--- src/hdl/ffha_pkg.sv ---
// Shared constants, types and codes of the first-fit heap allocator.
package ffha_pkg;
	localparam int MAX_BLOCKS = 64;
	localparam int HDR_BYTES  = 12;
	localparam int PAY_W      = 20;
	localparam int CNT_W      = $clog2(MAX_BLOCKS + 1);
	localparam int MIN_SPLIT  = HDR_BYTES + 4;

	localparam logic [1:0] ACT_ALLOC   = 2'd0;
	localparam logic [1:0] ACT_RELEASE = 2'd1;
	localparam logic [1:0] ACT_RESIZE  = 2'd2;

	localparam logic [1:0] STS_OK      = 2'd0;
	localparam logic [1:0] STS_NOSPACE = 2'd1;
	localparam logic [1:0] STS_BADADDR = 2'd2;
	localparam logic [1:0] STS_ZERO    = 2'd3;

	typedef struct packed {
		logic             free;
		logic [PAY_W-1:0] pay;
	} entry_t;

	typedef struct packed {
		logic clear;
		logic pop;
		logic push;
	} chain_ctl_t;

	typedef enum logic [2:0] {
		S_INIT, S_IDLE, S_SCAN, S_DECIDE, S_MOD, S_FLUSH, S_DONE
	} state_t;
endpackage

--- src/hdl/ffha_cell.sv ---
// One slot of the block table: holds an entry, loads it or takes its right neighbor's.
module ffha_cell import ffha_pkg::*; (
	input  logic   clk,
	input  logic   arst_n,
	input  logic   shift,
	input  logic   load,
	input  entry_t load_data,
	input  entry_t right_data,
	output entry_t data
);
	entry_t data_q;

	always_ff @(posedge clk or negedge arst_n) begin
		if (!arst_n) begin
			data_q <= '0;
		end else if (load) begin
			data_q <= load_data;
		end else if (shift) begin
			data_q <= right_data;
		end
	end

	assign data = data_q;
endmodule

--- src/hdl/ffha_chain.sv ---
// Row of table cells working as a queue: pop shifts toward the head, push fills the tail.
module ffha_chain import ffha_pkg::*; (
	input  logic             clk,
	input  logic             arst_n,
	input  chain_ctl_t       ctl,
	input  entry_t           push_data,
	output entry_t           head,
	output logic [CNT_W-1:0] count
);
	logic [CNT_W-1:0] count_q;
	logic [CNT_W-1:0] wr;
	entry_t           cell_out [MAX_BLOCKS];

	// The tail position after this cycle's pop.
	assign wr = ctl.clear ? '0 : count_q - CNT_W'(ctl.pop);

	for (genvar k = 0; k < MAX_BLOCKS; k++) begin : g_cell
		entry_t right;
		if (k == MAX_BLOCKS - 1) begin : g_last
			assign right = '0;
		end else begin : g_mid
			assign right = cell_out[k+1];
		end
		ffha_cell u_cell (
			.clk        (clk),
			.arst_n     (arst_n),
			.shift      (ctl.pop),
			.load       (ctl.push && (wr == CNT_W'(k))),
			.load_data  (push_data),
			.right_data (right),
			.data       (cell_out[k])
		);
	end

	always_ff @(posedge clk or negedge arst_n) begin
		if (!arst_n) begin
			count_q <= '0;
		end else if (ctl.clear) begin
			count_q <= CNT_W'(ctl.push);
		end else begin
			count_q <= count_q - CNT_W'(ctl.pop) + CNT_W'(ctl.push);
		end
	end

	assign head  = cell_out[0];
	assign count = count_q;
endmodule

--- src/hdl/first_fit_heap_allocator.sv ---
// A search pass rotates all N entries of the table through the head; when the table changes, a
// rewrite pass then moves them again while splitting, marking and merging, and a split adds a
// step that pushes the remainder block. A new request is taken while the last result still
// waits at the output; the next result is held in the done state until the output is free.
// After reset, and after each register write, the heap is rebuilt as one free block, or as an
// empty table when the heap is too small to hold one.
module first_fit_heap_allocator import ffha_pkg::*; (
	input  logic         clk,
	input  logic         arst_n,
	input  logic         s_axis_tvalid,
	output logic         s_axis_tready,
	input  logic [63:0]  s_axis_tdata,  // req_bytes[31:0], address[63:32]
	input  logic [1:0]   s_axis_tuser,  // action[1:0]
	output logic         m_axis_tvalid,
	input  logic         m_axis_tready,
	output logic [87:0]  m_axis_tdata,  // result_address[31:0], copy_bytes[51:32],
	                                    // old_address[83:52], zero fill[87:84]
	output logic [1:0]   m_axis_tuser,  // status[1:0]
	input  logic         cfg_valid,
	output logic         cfg_ready,
	input  logic         cfg_index,
	input  logic [31:0]  cfg_data
);
	state_t state_q, state_n;

	logic [31:0]      heap_base_q;
	logic [PAY_W-1:0] heap_bytes_q;
	logic [31:0]      origin_q;

	logic [1:0]       act_q;
	logic [31:0]      req_q, addr_q;
	logic [PAY_W-1:0] r_q;
	logic             r_ok_q;

	logic [CNT_W-1:0] n_blk_q, k_q;
	logic [31:0]      run_q;
	logic             fo_q, fn_q;
	logic [CNT_W-1:0] o_idx_q, n_idx_q, split_idx_q;
	logic [PAY_W-1:0] o_pay_q;
	logic [31:0]      n_addr_q;

	logic [1:0]       sts_q;
	logic [31:0]      res_q, old_q;
	logic [PAY_W-1:0] copy_q;
	logic             do_split_q, do_use_q, do_free_q, coal_q;

	logic             pend_q, acc_v_q;
	logic [PAY_W-1:0] rem_q;
	entry_t           acc_q;

	logic             m_valid_q;
	logic [1:0]       m_user_q;
	logic [87:0]      m_data_q;

	chain_ctl_t       ctl;
	entry_t           push_data, head;
	logic [CNT_W-1:0] count;

	ffha_chain u_chain (
		.clk       (clk),
		.arst_n    (arst_n),
		.ctl       (ctl),
		.push_data (push_data),
		.head      (head),
		.count     (count)
	);

	logic cfg_fire, in_fire, out_free;
	assign cfg_ready     = (state_q == S_IDLE);
	assign s_axis_tready = (state_q == S_IDLE) && !cfg_valid;
	assign cfg_fire      = cfg_valid && cfg_ready;
	assign in_fire       = s_axis_tvalid && s_axis_tready;
	assign out_free      = !m_valid_q || m_axis_tready;

	// Heap rebuild from the two registers.
	logic [1:0]       adj;
	logic [PAY_W-1:0] eff_raw, eff;
	logic             init_ok;
	entry_t           init_entry;
	assign adj        = ~heap_base_q[1:0] + 2'd1;
	assign eff_raw    = heap_bytes_q - PAY_W'(adj);
	assign eff        = (heap_bytes_q >= PAY_W'(adj)) ? {eff_raw[PAY_W-1:2], 2'b00} : '0;
	assign init_ok    = eff >= PAY_W'(MIN_SPLIT);
	assign init_entry = '{free: 1'b1, pay: eff - PAY_W'(HDR_BYTES)};

	// Request size rounding.
	logic [32:0]      rnd;
	assign rnd = {1'b0, s_axis_tdata[31:0]} + 33'd3;

	// Search pass.
	logic [31:0] head_addr;
	assign head_addr = run_q + 32'(HDR_BYTES);

	// Decision after the search pass.
	logic             alloc_path, dec_mod;
	logic [1:0]       dec_sts;
	logic [31:0]      dec_res, dec_old;
	logic [PAY_W-1:0] dec_copy;
	logic             dec_split, dec_use, dec_free, dec_coal;
	logic [CNT_W-1:0] dec_split_idx;

	always_comb begin
		alloc_path    = (act_q == ACT_ALLOC) || (act_q == ACT_RESIZE && addr_q == '0);
		dec_sts       = STS_OK;
		dec_res       = '0;
		dec_old       = '0;
		dec_copy      = '0;
		dec_split     = 1'b0;
		dec_use       = 1'b0;
		dec_free      = 1'b0;
		dec_coal      = 1'b0;
		dec_split_idx = n_idx_q;
		if (alloc_path) begin
			if (req_q == '0) begin
				dec_sts = STS_ZERO;
			end else if (!r_ok_q || !fn_q) begin
				dec_sts = STS_NOSPACE;
			end else begin
				dec_split = 1'b1;
				dec_use   = 1'b1;
				dec_res   = n_addr_q;
			end
		end else if (act_q != ACT_RELEASE && act_q != ACT_RESIZE) begin
			dec_sts = STS_BADADDR;
		end else if (act_q == ACT_RELEASE && addr_q == '0) begin
			dec_sts = STS_OK;
		end else if (!fo_q) begin
			dec_sts = STS_BADADDR;
		end else if (act_q == ACT_RELEASE) begin
			dec_free = 1'b1;
			dec_coal = 1'b1;
		end else if (req_q == '0) begin
			dec_free = 1'b1;
			dec_coal = 1'b1;
			dec_sts  = STS_ZERO;
		end else if (!r_ok_q) begin
			dec_sts = STS_NOSPACE;
		end else if (o_pay_q >= r_q) begin
			// Shrink or keep in place.
			dec_split     = 1'b1;
			dec_split_idx = o_idx_q;
			dec_res       = addr_q;
		end else if (!fn_q) begin
			dec_sts = STS_NOSPACE;
		end else begin
			// Move: grant a new block, free the old one and report the copy.
			dec_split = 1'b1;
			dec_use   = 1'b1;
			dec_free  = 1'b1;
			dec_coal  = 1'b1;
			dec_res   = n_addr_q;
			dec_copy  = o_pay_q;
			dec_old   = addr_q;
		end
		dec_mod = dec_split || dec_use || dec_free;
	end

	// Rewrite pass: transform the head entry, then merge it into the accumulator.
	logic             free_p, split_here, merge, mod_pop, mod_last;
	entry_t           prod, acc_n;
	logic [PAY_W-1:0] rem_n;
	logic [CNT_W-1:0] k_next;

	always_comb begin
		if (do_use_q && k_q == n_idx_q) begin
			free_p = 1'b0;
		end else if (do_free_q && k_q == o_idx_q) begin
			free_p = 1'b1;
		end else begin
			free_p = head.free;
		end
		split_here = !pend_q && do_split_q && (k_q == split_idx_q)
			&& (n_blk_q < CNT_W'(MAX_BLOCKS))
			&& ((PAY_W+1)'(head.pay) >= (PAY_W+1)'(r_q) + (PAY_W+1)'(MIN_SPLIT));
		rem_n = head.pay - r_q - PAY_W'(HDR_BYTES);
		if (pend_q) begin
			prod = '{free: 1'b1, pay: rem_q};
		end else begin
			prod = '{free: free_p, pay: split_here ? r_q : head.pay};
		end
		merge = coal_q && acc_v_q && acc_q.free && prod.free;
		if (merge) begin
			acc_n = '{free: 1'b1, pay: acc_q.pay + PAY_W'(HDR_BYTES) + prod.pay};
		end else begin
			acc_n = prod;
		end
		mod_pop  = !pend_q;
		k_next   = k_q + CNT_W'(mod_pop);
		mod_last = !split_here && (k_next == n_blk_q);
	end

	// Next state.
	always_comb begin
		state_n = state_q;
		case (state_q)
			S_INIT: state_n = S_IDLE;
			S_IDLE: begin
				if (cfg_fire) begin
					state_n = S_INIT;
				end else if (in_fire) begin
					state_n = (count != '0) ? S_SCAN : S_DECIDE;
				end
			end
			S_SCAN: begin
				if (k_q == n_blk_q - CNT_W'(1)) begin
					state_n = S_DECIDE;
				end
			end
			S_DECIDE: state_n = dec_mod ? S_MOD : S_DONE;
			S_MOD: begin
				if (mod_last) begin
					state_n = S_FLUSH;
				end
			end
			S_FLUSH: state_n = S_DONE;
			S_DONE: begin
				if (out_free) begin
					state_n = S_IDLE;
				end
			end
			default: state_n = S_INIT;
		endcase
	end

	// Table control.
	always_comb begin
		ctl       = '0;
		push_data = acc_q;
		case (state_q)
			S_INIT: begin
				ctl.clear = 1'b1;
				ctl.push  = init_ok;
				push_data = init_entry;
			end
			S_SCAN: begin
				ctl.pop   = 1'b1;
				ctl.push  = 1'b1;
				push_data = head;
			end
			S_MOD: begin
				ctl.pop  = mod_pop;
				ctl.push = acc_v_q && !merge;
			end
			S_FLUSH: ctl.push = acc_v_q;
			default: ctl = '0;
		endcase
	end

	// Control registers.
	always_ff @(posedge clk or negedge arst_n) begin
		if (!arst_n) begin
			state_q      <= S_INIT;
			heap_base_q  <= '0;
			heap_bytes_q <= PAY_W'(65536);
			k_q          <= '0;
			fo_q         <= 1'b0;
			fn_q         <= 1'b0;
			do_split_q   <= 1'b0;
			do_use_q     <= 1'b0;
			do_free_q    <= 1'b0;
			coal_q       <= 1'b0;
			pend_q       <= 1'b0;
			acc_v_q      <= 1'b0;
			m_valid_q    <= 1'b0;
		end else begin
			state_q <= state_n;
			if (cfg_fire) begin
				if (cfg_index) begin
					heap_bytes_q <= cfg_data[PAY_W-1:0];
				end else begin
					heap_base_q <= cfg_data;
				end
			end
			case (state_q)
				S_IDLE: begin
					k_q  <= '0;
					fo_q <= 1'b0;
					fn_q <= 1'b0;
				end
				S_SCAN: begin
					k_q <= k_q + CNT_W'(1);
					if (!fo_q && !head.free && head_addr == addr_q) begin
						fo_q <= 1'b1;
					end
					if (!fn_q && head.free && r_ok_q && head.pay >= r_q) begin
						fn_q <= 1'b1;
					end
				end
				S_DECIDE: begin
					k_q        <= '0;
					do_split_q <= dec_split;
					do_use_q   <= dec_use;
					do_free_q  <= dec_free;
					coal_q     <= dec_coal;
					pend_q     <= 1'b0;
					acc_v_q    <= 1'b0;
				end
				S_MOD: begin
					k_q     <= k_next;
					pend_q  <= split_here;
					acc_v_q <= 1'b1;
				end
				default: ;
			endcase
			if (state_q == S_DONE && out_free) begin
				m_valid_q <= 1'b1;
			end else if (m_axis_tready) begin
				m_valid_q <= 1'b0;
			end
		end
	end

	// Data registers.
	always_ff @(posedge clk) begin
		case (state_q)
			S_INIT: origin_q <= heap_base_q + 32'(adj);
			S_IDLE: begin
				act_q   <= s_axis_tuser;
				req_q   <= s_axis_tdata[31:0];
				addr_q  <= s_axis_tdata[63:32];
				r_q     <= {rnd[PAY_W-1:2], 2'b00};
				r_ok_q  <= (rnd[32:PAY_W] == '0);
				n_blk_q <= count;
				run_q   <= origin_q;
			end
			S_SCAN: begin
				run_q <= run_q + 32'(HDR_BYTES) + 32'(head.pay);
				if (!fo_q && !head.free && head_addr == addr_q) begin
					o_idx_q <= k_q;
					o_pay_q <= head.pay;
				end
				if (!fn_q && head.free && r_ok_q && head.pay >= r_q) begin
					n_idx_q  <= k_q;
					n_addr_q <= head_addr;
				end
			end
			S_DECIDE: begin
				sts_q       <= dec_sts;
				res_q       <= dec_res;
				copy_q      <= dec_copy;
				old_q       <= dec_old;
				split_idx_q <= dec_split_idx;
			end
			S_MOD: begin
				acc_q <= acc_n;
				if (split_here) begin
					rem_q <= rem_n;
				end
			end
			S_DONE: begin
				if (out_free) begin
					m_user_q <= sts_q;
					m_data_q <= {4'b0000, old_q, copy_q, res_q};
				end
			end
			default: ;
		endcase
	end

	assign m_axis_tvalid = m_valid_q;
	assign m_axis_tuser  = m_user_q;
	assign m_axis_tdata  = m_data_q;
endmodule

--- config.mk ---
export PLATFORM = sky130hd
export DESIGN_NAME = first_fit_heap_allocator
export DESIGN_NICKNAME = d
export VERILOG_FILES = /design/src/hdl/ffha_pkg.sv /design/src/hdl/ffha_cell.sv /design/src/hdl/ffha_chain.sv /design/src/hdl/first_fit_heap_allocator.sv
export SDC_FILE = /design/constraint.sdc
export NUM_CORES = 2
export LEC_CHECK = 0
export ABC_AREA = 1
export BUFFER_PORTS_ARGS = -buffer_cell sky130_fd_sc_hd__buf_2
export CORE_AREA = 3 3 468 377
export CTS_CLUSTER_DIAMETER = 60
export CTS_CLUSTER_SIZE = 10
export DETAILED_ROUTE_END_ITERATION = 7
export DIE_AREA = 0 0 471 380
export PLACE_DENSITY = 0.71
export SYNTH_ARGS = -nofsm -noshare
export SYNTH_HDL_FRONTEND = slang
export SYNTH_SLANG_ARGS = --single-unit
--- constraint.sdc ---
create_clock -name clk -period 19.3 [get_ports clk]
set_input_delay 4.825 -clock clk [delete_from_list [all_inputs] [get_ports clk]]
set_output_delay 4.825 -clock clk [all_outputs]
set_load 0.01 [all_outputs]
# Word level (Yosys, flattened, before mapping)
# Index checks and enable logic that the tools add are counted.
dict set report word_totals {
  ff_bits 1863
  input_bits 104
  output_inout_bits 93
  word_cells 676
}
dict set report classes {
  n_addsub 17
  magnitude_cmp 6
  n_eq_ne 85
  n_mux 213
  bitwise_logic 5
  reduce_logical 187
}
# cell count
set op_table {}
lappend op_table {{2-to-1 mux 21 bit} 129}
lappend op_table {{2-to-1 mux 32 bit} 11}
lappend op_table {{equality test 7 x 6 -> 1 bit, second input constant} 32}
lappend op_table {{nonzero test 2 bit} 67}
lappend op_table {{equality test 7 x 5 -> 1 bit, second input constant} 16}
lappend op_table {{logical AND 1 bit} 87}
lappend op_table {{2-to-1 mux 7 bit} 10}
lappend op_table {{logical NOT 32 bit} 2}
lappend op_table {{case mux 32 bit (2 select lines)} 1}
lappend op_table {{2-to-1 mux 20 bit} 3}
lappend op_table {{equality test 7 x 4 -> 1 bit, second input constant} 8}
lappend op_table {{case mux 21 bit (2 select lines)} 1}
lappend op_table {{>= comparator 20 bit} 2}
lappend op_table {{subtractor 20 x 4 -> 20 bit, second input constant} 2}
lappend op_table {{2-to-1 mux 1 bit} 37}
lappend op_table {{equality test 7 bit} 5}
lappend op_table {{adder 32 x 2 -> 33 bit, second input constant} 1}
lappend op_table {{adder 32 x 2 -> 32 bit} 1}
lappend op_table {{adder 32 x 20 -> 32 bit} 1}
lappend op_table {{adder 32 x 4 -> 32 bit, second input constant} 1}
lappend op_table {{equality test 32 bit} 1}
lappend op_table {{equality test 7 x 3 -> 1 bit, second input constant} 4}
lappend op_table {{adder 20 x 5 -> 21 bit, second input constant} 1}
lappend op_table {{>= comparator 20 x 21 -> 1 bit} 1}
lappend op_table {{other kinds (42)} 89}

# Longest topological paths before layout
dict set report depth {
  ltp_word 13
  mapped_depth 36
  ltp_nobuf 36
}

# Modules after synthesis
# From an unflattened synthesis, not the netlist that was laid out.
dict set report unflattened {
  hier_cells 10671
  area_unflattened_um2 90370.4
}
# mod instances cells_per_inst area_each_um2 seq_area_each_um2
set by_module_without_submodules {}
lappend by_module_without_submodules {ffha_cell 64 115 948.4 525.5}
lappend by_module_without_submodules {first_fit_heap_allocator 1 3118 28591.2 14995.6}
lappend by_module_without_submodules {ffha_chain 1 193 1081.0 175.2}

# Worst setup path after synthesis
# OpenSTA, ideal clock, no wires.
dict set report synth_path {
  path_kind {register to output}
  start {register state_q[0]}
  end {output port s_axis_tready}
  arrival_ns 5.572
  required_ns 14.475
  path_slack_ns 8.903
  stages_incl_launch_ff 7
  path_buffers 0
  path_cell_list {dfrtp_1 inv_1 nor2_1 inv_1 nor2_1 inv_1 nor2_1}
}
dict set report synth_between {
  elab_chain_cells 2
}
# item line
set synth_rtl {}
lappend synth_rtl {{start: declaration} first_fit_heap_allocator.sv:24} ;# state_t state_q, state_n;
lappend synth_rtl {{start signal: assignment} first_fit_heap_allocator.sv:266} ;# state_q <= state_n;
lappend synth_rtl {{equality test 3 x 1 -> 1 bit} -}
lappend synth_rtl {{named net cfg_ready} first_fit_heap_allocator.sv:20} ;# output logic cfg_ready,
lappend synth_rtl {{logical AND 1 bit} first_fit_heap_allocator.sv:70} ;# assign s_axis_tready = (state_q == S_IDLE) && !cfg_valid;
lappend synth_rtl {{end: declaration} first_fit_heap_allocator.sv:11} ;# output logic s_axis_tready,
# The timed path passes the listed nets, and every way through them passes these cells.

# Worst setup path after layout
dict set report layout_path {
  start {input port cfg_valid}
  end {output port s_axis_tready}
}
dict set report layout_between {
  elab_chain_cells 2
}
# item line
set layout_rtl {}
lappend layout_rtl {{start: declaration} first_fit_heap_allocator.sv:19} ;# input logic cfg_valid,
lappend layout_rtl {{logical NOT 1 bit} first_fit_heap_allocator.sv:70}
lappend layout_rtl {{logical AND 1 bit} first_fit_heap_allocator.sv:70}
# Every way passes these cells.

==> run_results.csv <==
group,metric,value,unit
run_status,outcome,"finished clean",
sta,period_needed,10360,ps
hold_path,holdPathStages,0,
sta,rsz0062_at_grt,"no",
global_route,grt_pass1_vias,75600,
sta,setup_violations,0,
finish,layout_commonest_cell,"nand3_1",
worst_setup_path,timing.rr.start,"r_q[4]",
clocking,h-tree-depth,4,
worst_setup_path,startpoint_type,"primary input",
routing,viasPerCell,6.09,
clocking,cts_hold_buf,0,
worst_setup_path,rr_worst_depth,32,
power,power_density,158,nW/um^2
global_route,grt.total_usage,0.295,
yosys,async_reset_ff_frac,0.763,
finish,layout_common_cells,"nand3_1 (4,061), nand2_1 (2,228), dfrtp_1 (1,420)",
yosys,ys_warn_count,0,
finish,layout-drive-gt1-share,0.0666,
yosys,synth_edf_count,441,
die,io_pins,197,
yosys,synth_ff_type,"dfrtp_1",
die,start_util,0.549,
clocking,cts_resized,0,
yosys,syn_inst,11200,
place,dp.cells,12900,
finish,ff_latch_area,48800,um^2
die,rows,136,
yosys,ys_seq_area_frac,0.517,
power,p_leak,47.4,nW
yosys,synth-seq-cells,1862,
sta,final_hold_viol_count,0,
yosys,yosysUniqueCellTypes,66,
global_route,grt_max_degree,264,
sta,finalMaxSlewViolations,0,
finish,stdcell_count,13200,
die,die_x,471,um
worst_setup_path,crit_required,14480,ps
yosys,netlist_area,94300,um^2
hold_path,hp-start,"old_q[12]",
worst_setup_path,crit_fanout,4,
sta,maxSlewHeadroom,0.0683,
clocking,cts_buffers,209,
worst_setup_path,criticalPathCategory,"in -> out",
hold_path,min_path_type,"reg -> reg",
global_route,antenna_found_initial,9,
yosys,syn_avg_cell_area,8.44,um^2
place,post-dp-hpwl,170000,um
finish,fin_nets,11100,
clocking,clk_pin_slew,60,ps
sta,fin_crit_sh,0.537,
global_route,overflow,0,
sta,fin_worst_skew,30.7,ps
clocking,clock_sink_count,1862,
worst_setup_path,rrSetupSlack,12730,ps
clocking,cts_tree,"yes",
routing,wl_per_cell,20.4,um
finish,area_growth,6.62,%
worst_setup_path,timing.rr.end,"acc_q[15]",
sta,max_freq,96.5,MHz
die,die_y,380,um
die,die-area,179000,um^2
sta,worstMarginPinSlew,1400,ps
routing,drc,0,
routing,vias,80200,
worst_setup_path,critPathLaunch,"cfg_valid",
routing,wl,269000,um
worst_setup_path,endpoint_kind,"output port",
die,core_area,172000,um^2
hold_path,hold_path_end,"m_axis_tdata[64]",
sta,worst_slack,8940,ps
clocking,post_cts_buffers,0,
clocking,cts_root_buffer,"clkbuf_16",
run,max_cap_viol_count,0,
finish,multi_input_area,38900,um^2
place,gp_congestion,0.968,
finish,fillCellCount,15100,
worst_setup_path,cp.arrival,5540,ps
global_route,grt_pass1_wl,429000,um
sta,setup_tns,0,ps
clocking,cts_max_path_buffers,3,
routing,drtPass1Iterations,8,
place,place_ws,8980,ps
place,port-buffer-count,192,
power,peakVddDrop,0.000447,V
routing,postRouteAntennaNets,0,
clocking,insertion_delay,850,ps
routing,drtIter0Drc,10600,
## Yosys cell counts, types with 128 or more instances
cell	number	area, um^2
ha_1	160	2000
buf_2	274	1370
o21ai_0	216	1080
dfrtp_1	1420	35500
inv_1	549	2060
clkbuf_1	364	1370
nand3_1	4064	20300
nand2_1	2229	8370
xor2_1	128	1120
nor2_1	463	1740
buf_4	181	1360
edfxtp_1	441	13200
## layout make-up
type	instances	share of cell area
sequential	1862	0.485
clock buffer	251	0.0542
clock inverter	23	0.00330
inverter	599	0.0225
antenna	8	0.000199
tap	2277	0.0283
multi-input combinational	7834	0.386
timing repair buffer	312	0.0199
## metrics by stage
step	cell area, um^2	power [mW]	util	hold WS (ps)
after floorplan	94400	10.2	-	400
after global placement	94800	12.1	0.552	404
after detailed placement	94800	12.2	0.552	405
after CTS	101000	15.8	0.585	415
after global routing	101000	16.8	0.585	421
final	101000	15.8	0.585	414
## registers in the layout, indices dropped and copies added (netlist names), 18 cells and up
register and flops:
res_q 32, r_q 18, n_addr_q 32, run_q 32, heap_bytes_q 20, heap_base_q 32
m_axis_tdata 84, o_pay_q 20, copy_q 20, u_chain.g_cell.u_cell.data 1344, req_q 32, old_q 32
origin_q 31, addr_q 32, acc_q 21, rem_q 20
## power by group
part / leakage, nW / internal [mW] / switching [mW]
logic: 21.2 / 1.48 / 4.78
registers: 23.4 / 5.29 / 0.730
clock network: 2.82 / 1.98 / 1.59
## worst max-delay path: stages
cell and delay [ps]:
buf_2 110, nor2_1 380, buf_2 220
## kinds of logic after synthesis
| logic type | synth area share |
|---|---|
| AND/OR/NAND/NOR | 0.345 |
| adder cells (fa/ha/maj) | 0.0221 |
| other | 0.0000397 |
| XOR/XNOR | 0.0157 |
| multiplexers | 0.000809 |
| flip-flops | 0.517 |
| AO/OA/AOI/OAI | 0.0262 |
| buffers and inverters | 0.0727 |
## routing by layer
metal | routed length, um | GRT usage
met5 | 0 | 0
met4 | 6910 | 0.0851
met1 | 122000 | 0.450
met3 | 24000 | 0.0594
met2 | 117000 | 0.426
## worst max path at each step
stage / end / depth (start not counted)
after floorplan: s_axis_tready / 6
final: s_axis_tready / 3
after global placement: s_axis_tready / 3
after CTS: s_axis_tready / 3
after global routing: s_axis_tready / 3
after detailed placement: s_axis_tready / 3
Note: power is estimated with default switching activity, not from simulation.
